<file path="src/rtl/core/fapa_pkg.sv">
package fapa_pkg;

  localparam int unsigned TableDepth = 16;
  localparam int unsigned IdxW = $clog2(TableDepth);

  localparam logic [1:0] CfgReuseAge   = 2'd0;
  localparam logic [1:0] CfgReleaseAge = 2'd1;
  localparam logic [1:0] CfgMinPage    = 2'd2;

  typedef struct packed {
    logic [15:0] id;
    logic [9:0]  usage;
    logic [4:0]  lg;
    logic [31:0] bump;
    logic [31:0] last_frame;
  } page_t;

  typedef enum logic [3:0] {
    ST_IDLE,
    ST_BUMP,
    ST_REUSE,
    ST_INSERT,
    ST_SHIFT,
    ST_REL,
    ST_RELSHIFT,
    ST_CLOSE,
    ST_DONE
  } state_t;

  typedef struct packed {
    logic        st;
    logic [15:0] id;
    logic [31:0] off;
    logic [4:0]  lg;
    logic        cr;
    logic        rel;
    logic        last;
  } result_t;

  // page fit/age compare results
  typedef struct packed {
    logic bump_ok;
    logic reuse_ok;
    logic release_ok;
  } match_t;

endpackage

</file>
<file path="src/rtl/core/frame_aged_upload_page_allocator.sv">
// allocate: an oversized request goes straight to its result; else a bump scan,
//   a reuse scan if that misses, then an insert at entry 0 unless the table is full
// begin-frame: scan down from the last entry, closing up each release, then close
// throughput: one item at a time, busy drops as its last result is presented
// reset: synchronous active-low rst_n clears valid bits, frame, id, registers
// results show for one cycle on out_valid; the receiver cannot stall
module frame_aged_upload_page_allocator
  import fapa_pkg::*;
(
  input  logic        clk,
  input  logic        rst_n,
  input  logic        start,
  output logic        busy,
  input  logic        in_action,
  input  logic [31:0] in_request_bytes,
  input  logic [9:0]  in_usage_class,
  input  logic [16:0] in_align_bytes,
  input  logic [31:0] in_frame_number,
  input  logic        cfg_we,
  input  logic [1:0]  cfg_index,
  input  logic [15:0] cfg_data,
  output logic        out_valid,
  output logic        out_status,
  output logic [15:0] out_buffer_id,
  output logic [31:0] out_offset,
  output logic [4:0]  out_page_log2,
  output logic        out_created,
  output logic        out_released,
  output logic        out_last
);
  page_t                 tbl_r [TableDepth];
  logic [TableDepth-1:0] vld_r;
  state_t state_r, state_nxt;
  logic [IdxW-1:0] idx_r, idx_nxt, sh_r, sh_nxt;
  logic [31:0] bytes_r, frame_r, cur_r;
  logic [9:0]  usage_r;
  logic [16:0] align_r;
  logic [15:0] nid_r, rel_age_r;
  logic [7:0]  reuse_age_r;
  logic [4:0]  minlg_r;
  logic        out_v_r;
  result_t     res_r;
  page_t       pg;
  logic [31:0] al;
  match_t      m;
  logic [4:0]  clg;

  assign pg = tbl_r[idx_r];
  fapa_match u_match (
    .page(pg), .req_bytes(bytes_r), .req_usage(usage_r), .req_align(align_r),
    .cur_frame(cur_r), .new_frame(frame_r), .reuse_age(reuse_age_r),
    .release_age(rel_age_r), .aligned_off(al), .m(m)
  );

  // ceil log2 of request, capped at 31
  always_comb begin
    clg = 5'd31;
    for (int k = 30; k >= 0; k--) begin
      if ({1'b0, bytes_r} <= (33'd1 << k)) clg = 5'(k);
    end
  end

  always_comb begin
    state_nxt = state_r;
    idx_nxt   = idx_r;
    sh_nxt    = sh_r;
    unique case (state_r)
      ST_IDLE: ;
      ST_BUMP: begin
        if (vld_r[idx_r] && m.bump_ok) state_nxt = ST_DONE;
        else if (idx_r == IdxW'(TableDepth - 1)) begin
          state_nxt = ST_REUSE;
          idx_nxt   = '0;
        end else idx_nxt = idx_r + 1'b1;
      end
      ST_REUSE: begin
        if (vld_r[idx_r] && m.reuse_ok) state_nxt = ST_DONE;
        else if (idx_r == IdxW'(TableDepth - 1)) state_nxt = ST_INSERT;
        else idx_nxt = idx_r + 1'b1;
      end
      ST_INSERT: begin
        if (vld_r[TableDepth-1]) state_nxt = ST_DONE;
        else begin
          state_nxt = ST_SHIFT;
          sh_nxt    = IdxW'(TableDepth - 1);
        end
      end
      ST_SHIFT: begin
        if (sh_r == '0) state_nxt = ST_DONE;
        else sh_nxt = sh_r - 1'b1;
      end
      ST_REL: begin
        if (vld_r[idx_r] && m.release_ok) begin
          state_nxt = ST_RELSHIFT;
          sh_nxt    = idx_r;
        end else if (idx_r == '0) state_nxt = ST_CLOSE;
        else idx_nxt = idx_r - 1'b1;
      end
      ST_RELSHIFT: begin
        if (sh_r == IdxW'(TableDepth - 1)) begin
          if (idx_r == '0) state_nxt = ST_CLOSE;
          else begin
            state_nxt = ST_REL;
            idx_nxt   = idx_r - 1'b1;
          end
        end else sh_nxt = sh_r + 1'b1;
      end
      ST_CLOSE: state_nxt = ST_IDLE;
      ST_DONE:  state_nxt = ST_IDLE;
      default:  state_nxt = ST_IDLE;
    endcase
    if (state_r == ST_IDLE && start) begin
      if (in_action) begin
        state_nxt = ST_REL;
        idx_nxt   = IdxW'(TableDepth - 1);
      end else if ({1'b0, in_request_bytes} > 33'h080000000) state_nxt = ST_DONE;
      else begin
        state_nxt = ST_BUMP;
        idx_nxt   = '0;
      end
    end
  end

  always_ff @(posedge clk) begin
    if (!rst_n) begin
      state_r     <= ST_IDLE;
      vld_r       <= '0;
      cur_r       <= '0;
      nid_r       <= '0;
      reuse_age_r <= 8'd3;
      rel_age_r   <= 16'd100;
      minlg_r     <= 5'd14;
      out_v_r     <= 1'b0;
      idx_r       <= '0;
      sh_r        <= '0;
    end else begin
      state_r <= state_nxt;
      idx_r   <= idx_nxt;
      sh_r    <= sh_nxt;
      // result strobe: done, close, or a released page
      out_v_r <= (state_r == ST_DONE) || (state_r == ST_CLOSE) ||
                 ((state_r == ST_REL) && vld_r[idx_r] && m.release_ok);
      // config writes
      if (cfg_we) begin
        unique case (cfg_index)
          CfgReuseAge:   reuse_age_r <= cfg_data[7:0];
          CfgReleaseAge: rel_age_r   <= cfg_data;
          CfgMinPage:    minlg_r     <= cfg_data[4:0];
          default: ;
        endcase
      end
      if (state_r == ST_IDLE && start) begin
        bytes_r <= in_request_bytes;
        usage_r <= in_usage_class;
        align_r <= in_align_bytes;
        frame_r <= in_frame_number;
        res_r   <= '{st: 1'b1, id: 16'd0, off: 32'd0, lg: 5'd0, cr: 1'b0,
                     rel: 1'b0, last: 1'b1};
      end
      unique case (state_r)
        ST_BUMP: if (vld_r[idx_r] && m.bump_ok) begin
          tbl_r[idx_r].bump <= al + bytes_r;
          res_r <= '{st: 1'b0, id: pg.id, off: al, lg: pg.lg, cr: 1'b0,
                     rel: 1'b0, last: 1'b1};
        end
        ST_REUSE: if (vld_r[idx_r] && m.reuse_ok) begin
          tbl_r[idx_r].bump       <= bytes_r;
          tbl_r[idx_r].last_frame <= cur_r;
          res_r <= '{st: 1'b0, id: pg.id, off: 32'd0, lg: pg.lg, cr: 1'b0,
                     rel: 1'b0, last: 1'b1};
        end
        ST_SHIFT: begin
          if (sh_r == '0) begin
            tbl_r[0] <= '{id: nid_r, usage: usage_r,
                          lg: (clg < minlg_r) ? minlg_r : clg,
                          bump: bytes_r, last_frame: cur_r};
            vld_r[0] <= 1'b1;
            nid_r    <= nid_r + 16'd1;
            res_r <= '{st: 1'b0, id: nid_r, off: 32'd0,
                       lg: (clg < minlg_r) ? minlg_r : clg, cr: 1'b1,
                       rel: 1'b0, last: 1'b1};
          end else begin
            tbl_r[sh_r] <= tbl_r[sh_r - 1'b1];
            vld_r[sh_r] <= vld_r[sh_r - 1'b1];
          end
        end
        ST_REL: if (vld_r[idx_r] && m.release_ok) begin
          res_r <= '{st: 1'b0, id: pg.id, off: 32'd0, lg: pg.lg, cr: 1'b0,
                     rel: 1'b1, last: 1'b0};
        end
        ST_RELSHIFT: begin
          if (sh_r == IdxW'(TableDepth - 1)) vld_r[sh_r] <= 1'b0;
          else begin
            tbl_r[sh_r] <= tbl_r[sh_r + 1'b1];
            vld_r[sh_r] <= vld_r[sh_r + 1'b1];
          end
        end
        ST_CLOSE: begin
          cur_r   <= frame_r;
          res_r <= '{st: 1'b0, id: 16'd0, off: 32'd0, lg: 5'd0, cr: 1'b0,
                     rel: 1'b0, last: 1'b1};
        end
        default: ;
      endcase
    end
  end

  assign busy          = (state_r != ST_IDLE);
  assign out_valid     = out_v_r;
  assign out_status    = res_r.st;
  assign out_buffer_id = res_r.id;
  assign out_offset    = res_r.off;
  assign out_page_log2 = res_r.lg;
  assign out_created   = res_r.cr;
  assign out_released  = res_r.rel;
  assign out_last      = res_r.last;
endmodule

</file>
<file path="src/rtl/core/fapa_match.sv">
module fapa_match
  import fapa_pkg::*;
(
  input  page_t       page,
  input  logic [31:0] req_bytes,
  input  logic [9:0]  req_usage,
  input  logic [16:0] req_align,
  input  logic [31:0] cur_frame,
  input  logic [31:0] new_frame,
  input  logic [7:0]  reuse_age,
  input  logic [15:0] release_age,
  output logic [31:0] aligned_off,
  output match_t      m
);
  logic [32:0] amask;
  logic [32:0] al;
  logic [33:0] endp;
  logic [32:0] psz;
  logic [31:0] limit;
  logic [31:0] idle;

  // shared fit / age compare unit
  always_comb begin
    amask = (req_align == 17'd0) ? 33'd0 : {16'd0, req_align} - 33'd1;
    al    = ({1'b0, page.bump} + amask) & ~amask;
    endp  = {1'b0, al} + {2'd0, req_bytes};
    psz   = 33'd1 << page.lg;
    limit = cur_frame - {24'd0, reuse_age};
    idle  = new_frame - page.last_frame;
    aligned_off = al[31:0];
    m.bump_ok = (page.last_frame == cur_frame) && (page.usage == req_usage)
                && (endp <= {1'b0, psz});
    m.reuse_ok = (cur_frame >= {24'd0, reuse_age}) && (page.last_frame < limit)
                 && (page.usage == req_usage) && ({1'b0, req_bytes} <= psz);
    m.release_ok = idle > {16'd0, release_age};
  end
endmodule

</file>
<file path="config.mk">
export PLATFORM = sky130hd
export DESIGN_NAME = frame_aged_upload_page_allocator
export DESIGN_NICKNAME = d
export VERILOG_FILES = /design/src/rtl/core/fapa_pkg.sv /design/src/rtl/core/frame_aged_upload_page_allocator.sv /design/src/rtl/core/fapa_match.sv
export SDC_FILE = /design/constraint.sdc
export NUM_CORES = 2
export LEC_CHECK = 0
export ABC_AREA = 1
export ABC_CLOCK_PERIOD_IN_PS = 9500
export BUFFER_PORTS_ARGS = -buffer_cell sky130_fd_sc_hd__buf_2
export CAP_MARGIN = 40
export CORE_UTILIZATION = 45
export CTS_BUF_LIST = sky130_fd_sc_hd__clkbuf_16
export CTS_CLUSTER_DIAMETER = 200
export DETAILED_ROUTE_END_ITERATION = 8
export PLACE_DENSITY = 0.58
export SKIP_CTS_REPAIR_TIMING = 1
export SLEW_MARGIN = 10
export SYNTH_ARGS = -nofsm -noshare
export SYNTH_HDL_FRONTEND = slang
export SYNTH_HIERARCHICAL = 1
export SYNTH_SLANG_ARGS = --single-unit
</file>
<file path="constraint.sdc">
create_clock -name clk -period 9.5 [get_ports clk]
set_input_delay 1.9 -clock clk [delete_from_list [all_inputs] [get_ports clk]]
set_output_delay 1.9 -clock clk [all_outputs]
set_load 0.005 [all_outputs]
</file>
== After elaboration in Yosys (flattened, before gate mapping) ==
Memory sizes are Yosys's and may differ from the RTL's. A register that Yosys moved wholly into a read port is not among the register bits.
Index checks and enable logic that the tools add are counted.

* Bits in registers: 254
* Latch bits: 0
* RAM bits: 1520
* ROM bits: 0
* Bits of input ports: 114
* Output and inout bits: 59
* Logic and storage cells: 252
* Memories kept: 1

{| class="wikitable"
|+ Memory list
! name !! words !! width !! rd ports !! clocked after Yosys merged registers in !! wr ports !! RTL line !! RTL
|-
| tbl_r || 16 || 95 || 3 || 1 || 1 || frame_aged_upload_page_allocator.sv:31 || <nowiki>page_t tbl_r [TableDepth];</nowiki>
|}

* Add/subtract/negate cells: 11
* Multipliers: 0
* Div/mod/pow operators: 0
* Order comparisons: 43
* Equality and inequality tests: 24
* Shift-type cells: 1
* Muxes and demuxes: 112
* Bitwise operators: 6
* Reduce and logical (&&, ||, !) cells: 32

{| class="wikitable"
|+ Operator list
! cell !! count
|-
| $mux 57 || 5
|-
| $mux 95 || 3
|-
| $pmux 57 s5 || 1
|-
| $reduce_or 95->1 || 2
|-
| $mux 5 || 31
|-
| $mux 4 || 29
|-
| $add 33x32->34 || 1
|-
| $le 34x33->1 || 1
|-
| $add 32x33->33 || 1
|-
| $and 33x33->33 || 1
|-
| $le 32x33->1 || 1
|-
| $mux 33 || 1
|-
| $not 33->33 || 1
|-
| $shl 1x5->33 const A || 1
|-
| $add 32x32->32 || 1
|-
| $bwmux 16 || 2
|-
| $eq 32x32->1 || 1
|-
| $ge 32x8->1 || 1
|-
| $gt 32x16->1 || 1
|-
| $gt 32x32->1 const B || 1
|-
| $le 32x1->1 const B || 1
|-
| $le 32x10->1 const B || 1
|-
| $le 32x11->1 const B || 1
|-
| $le 32x12->1 const B || 1
|-
| 73 further kinds || 139
|}

== Depth between registers and ports, before layout ==
* Depth in word-level cells: 36
* Gate-level depth with buffers: 59
* Gate-level depth less buffers: 54

== Cells and area by module ==
The synthesis kept the hierarchy.

{| class="wikitable"
|+ By module, submodules not included
! module !! instances !! cells each !! area an instance (um^2) !! sequential area each (um^2)
|-
| frame_aged_upload_page_allocator || 1 || 10302 || 94805.9 || 52210.1
|-
| fapa_match || 1 || 1814 || 10571.4 || 0.0
|}

== Worst setup path after synthesis ==
No wires, ideal clock.

* Path kind: reg2reg
* Start point: reg idx_r[0]
* End point: mem tbl_r[10][32] (netlist bit) (enable)
* Arrival: 8436 ps
* Required time: 9113 ps
* Setup slack: 678 ps
* Cell stages (with the launch flop): 54
* Period minus slack after synthesis: 8822 ps
* Cell sequence: dfxtp_1 > clkbuf_1 > clkbuf_1 > clkbuf_1 > clkbuf_1 > clkbuf_1 > clkbuf_1 > a21oi_1 > o21ai_0 > o21ai_0 > o211ai_1 > nand3_1 > fa_1 > nand2_1 > inv_1 > or2_2 > nand2_1 > nand2_1 > [... 18 more ...] > a211oi_1 > nand3_1 > nand2_1 > nand2_1 > nand2_1 > nand2_1 > a21oi_1 > nand2_1 > a21oi_2 > nand2_1 > inv_1 > nand2_1 > nand2_1 > inv_1 > o21ai_1 > clkbuf_1 > nand2_1 > inv_1

* Cells in the longest elaborated chain, start to end: 10
* Elaborated cells on any way between the ends: 17

{| class="wikitable"
|+ RTL lines
! what !! RTL line !! RTL
|-
| start: declaration || frame_aged_upload_page_allocator.sv:34 || <nowiki>logic [IdxW-1:0] idx_r, idx_nxt, sh_r, sh_nxt;</nowiki>
|-
| start signal: assignment || frame_aged_upload_page_allocator.sv:138 || <nowiki>idx_r <= idx_nxt;</nowiki>
|-
| $bmux 1 s4 || frame_aged_upload_page_allocator.sv:161, frame_aged_upload_page_allocator.sv:166 ||
|-
| $mux 1 (implied by the code) || frame_aged_upload_page_allocator.sv:161, frame_aged_upload_page_allocator.sv:166 ||
|-
| $logic_and 1x1->1, on equally long branches || frame_aged_upload_page_allocator.sv:161, frame_aged_upload_page_allocator.sv:166 ||
|-
| $mux 1, on equally long branches || frame_aged_upload_page_allocator.sv:161, frame_aged_upload_page_allocator.sv:166 ||
|-
| $mux 1 || frame_aged_upload_page_allocator.sv:160 || <nowiki>unique case (state_r)</nowiki>
|-
| $mux 1 || frame_aged_upload_page_allocator.sv:125 || <nowiki>if (!rst_n) begin</nowiki>
|-
| $mux 1, on equally long branches || frame_aged_upload_page_allocator.sv:162, frame_aged_upload_page_allocator.sv:167 ||
|-
| $or 1x1->1 (no line) || -- ||
|-
| $mux 3 (no line) (2 in series) || -- ||
|-
| end: declaration || frame_aged_upload_page_allocator.sv:31 ||
|}

Several ways; a longest one is shown, not always the timed one. The select of a mux whose other input is x is not followed.

== Worst setup path after layout ==
* Start point: reg idx_r[1]
* End point: mem tbl_r[7][41] (netlist bit) (enable)

The elaborated chain is that of the path after synthesis.

==> results.yml <==
pwr:
  powerDensity_mw_per_mm2: 415.6
  leakage_nw: 43.36
  irDropWorstVdd_mv: 0.5218
global_routing:
  grt_start_max_net_pins: 208
  grt_usage_pct: 35.42
  overflow: 0
  antenna_found_initial: 26
  grt_pass1_wl_mm: 616.8
  grt_pass1_vias: 90220
cts:
  clock-root-buffer: "clkbuf_16"
  clock_sinks: 1774
  cts_tree: "built"
  clock_path_buffers: 3
  cts_made_buffers: 198
  h-tree-depth: 4
  clk_pin_slew_ns: 0.06
  clk_latency_ns: 0.90
die:
  core_area_mm2: 0.2328
  start_util_pct: 45.27
  die_y_um: 485.9
  die_x_um: 485.9
  die_area_mm2: 0.2361
  rows: 177
  io-pin-count: 173
critical_path:
  crit_top_cell: "nand2_1"
  crit_arrival_ns: 9.61
  critPathKind: "reg2reg"
  end_kind: "register"
  max_stage_delay_ns: 0.68
  cp_max_fo: 81
  cpMaxStageDelayCell: "dfxtp_4"
  r2r_start: "idx_r[1]"
  worst_setup_path_start_kind: "register"
  cp.required_ns: 10.01
  path_buf_inv: 11
  critical_path.top_delay_family: "simple AND/OR/NAND/NOR gates"
  timing.critical_path.from: "idx_r[1]"
logic_synthesis:
  ys_async_sr_fraction_pct: 0
  post-synth-top-area-cell: "edfxtp_1"
  yosys.cell_types.count: 73
  synth_area_leaders: "edfxtp_1 (48%), o21ai_0 (8.8%), nand2_1 (7.0%), nor2_1 (5.0%), mux2i_1 (4.7%)"
  ys_warn_count: 6
  avgSynthCellArea_um2: 8.697
  ys_top_cells_by_count: "nand2_1 (1964), o21ai_0 (1854), edfxtp_1 (1668)"
  yosysSeqAreaShare_pct: 49.55
  synthFlopType: "edfxtp_1"
  synth-seq-cells: 1774
  synth_edf_count: 1668
  syn-num-nets: 12490
  synth_top_cell_area_share_pct: 47.53
  yosysMostFrequentCell: "nand2_1"
  syn_inst: 12120
  syn-cell-area_mm2: 0.1054
timing:
  skew_ns: 0.1017
  relSlewSlack_pct: 29.97
  rsz0062_at_grt: "no"
  tns_ns: 0
  layout_setup_ws_ns: 0.4025
  worst_pin_slew_ns: 1.050
  drv_slew: 0
  fin_crit_ns: 9.097
  max_clock_freq_mhz: 109.9
  hold_viol_final: 0
  period_share_pct: 95.76
  setup_viol: 0
worst_hold_path:
  hp-class: "reg2reg"
  min_from: "rel_age_r[5]"
outcome:
  outcome: "complete, no violations"
drt:
  wl_per_cell_um: 27.96
  via_count: 97670
  via_per_inst: 6.327
  drt_iter0_drc: 14060
  drt-pass1-iter-count: 9
  drt-total-wl_mm: 431.5
  drc_errors: 0
  ant_nets: 0
final_layout:
  final_nets: 12500
  area_growth_pct: 13.22
  final_core_util_pct: 51.26
  drive_gt1_share_pct: 9.304
placement:
  globalplace.congestion: 0.9943
  hpwl_mm: 280.5
  dp_slack_ns: 0.6341
  io_buffers: 172
job:
  cap_viol_max_count: 0
[final timing paths]
check                 end  slack [ns]  cells after the start
min          rel_age_r[5]        0.47                      2
min reg2reg  rel_age_r[5]        0.47                      2
max          tbl_r[7][41]        0.40                     42
max reg2reg  tbl_r[7][41]        0.40                     42
[state kept, by name (all words and copies together) (netlist names), 5 cells and up]
signal	count
rel_age_r	16
tbl_r	1520
nid_r	16
cur_r	32
vld_r	16
usage_r	10
frame_r	32
out_buffer_id	16
align_r	17
reuse_age_r	8
minlg_r	5
out_offset	32
bytes_r	32
out_page_log2	5
[cell type report]
| class | instances | area [um2] |
|---|---|---|
| clock buffers | 198 | 4955 |
| repair buffers | 633 | 5843 |
| flip-flops and latches | 1774 | 52230 |
| well taps | 3132 | 3919 |
| clock inverters | 171 | 1838 |
| fillers | 21150 | 113400 |
| inverters | 709 | 2725 |
| diodes | 8 | 20.02 |
| multi-input cells | 8811 | 47780 |
[worst min-delay path: stages, from the launching register on]
cell     delay [ns]
dfxtp_1        0.33
nand2_1        0.05
nand3_1        0.05
[metrics by stage]
stage          hold slack (ns)  instance area (um2)  std cells  total power, mW
2_1_floorplan           0.4289               105400      12120            28.76
3_3_place_gp            0.4464               111700      15000            40.15
3_5_place_dp            0.4526               112400      15050            40.55
4_1_cts                 0.4679               119200      15420            48.60
5_1_grt                 0.4873               119300      15430            51.99
6_report                0.4650               119300      15440            49.58
[power breakdown]
| part | leakage, nW | internal, mW | total (mW) | switching, mW |
|---|---|---|---|---|
| Sequential | 15.8 | 10.8 | 11.2 | 0.426 |
| Combinational | 24.2 | 8.92 | 30.4 | 21.4 |
| Clock | 3.36 | 4.57 | 8.00 | 3.44 |
| Total | 43.4 | 24.3 | 49.6 | 25.3 |
[layout by cell type (no fill, tap or decap), drive strengths merged, types with 107 or more instances in the layout]
cell type  netlist  layout
nand2         1992    1992
o21ai         1881    1881
edfxtp        1668    1668
nor2          1442    1442
nand3          797     797
inv            700     737
a21oi          702     702
buf            125     633
mux2i          491     491
ha             253     253
o211ai         250     250
o22ai          235     235
clkbuf         697     198
o221ai         108     108
xor2           107     107
[cell families after synthesis]
kind of cell | count (synthesis) | share of synthesized area, %
fa+ha+maj | 258 | 3.099
buf+inv | 1531 | 5.484
mux | 492 | 4.675
flops | 1774 | 49.55
xor+xnor | 145 | 1.205
compound gates | 3420 | 18.20
simple gates | 4496 | 17.79
[per-layer routing]
metal,global-route usage [%],vias up,wire length (um)
li1,-,43320,-
met1,48.47,47010,173200
met2,53.29,6245,185600
met3,8.515,1086,52560
met4,15.24,8,20180
met5,0,-,50
(Power assumes the default switching activity.)
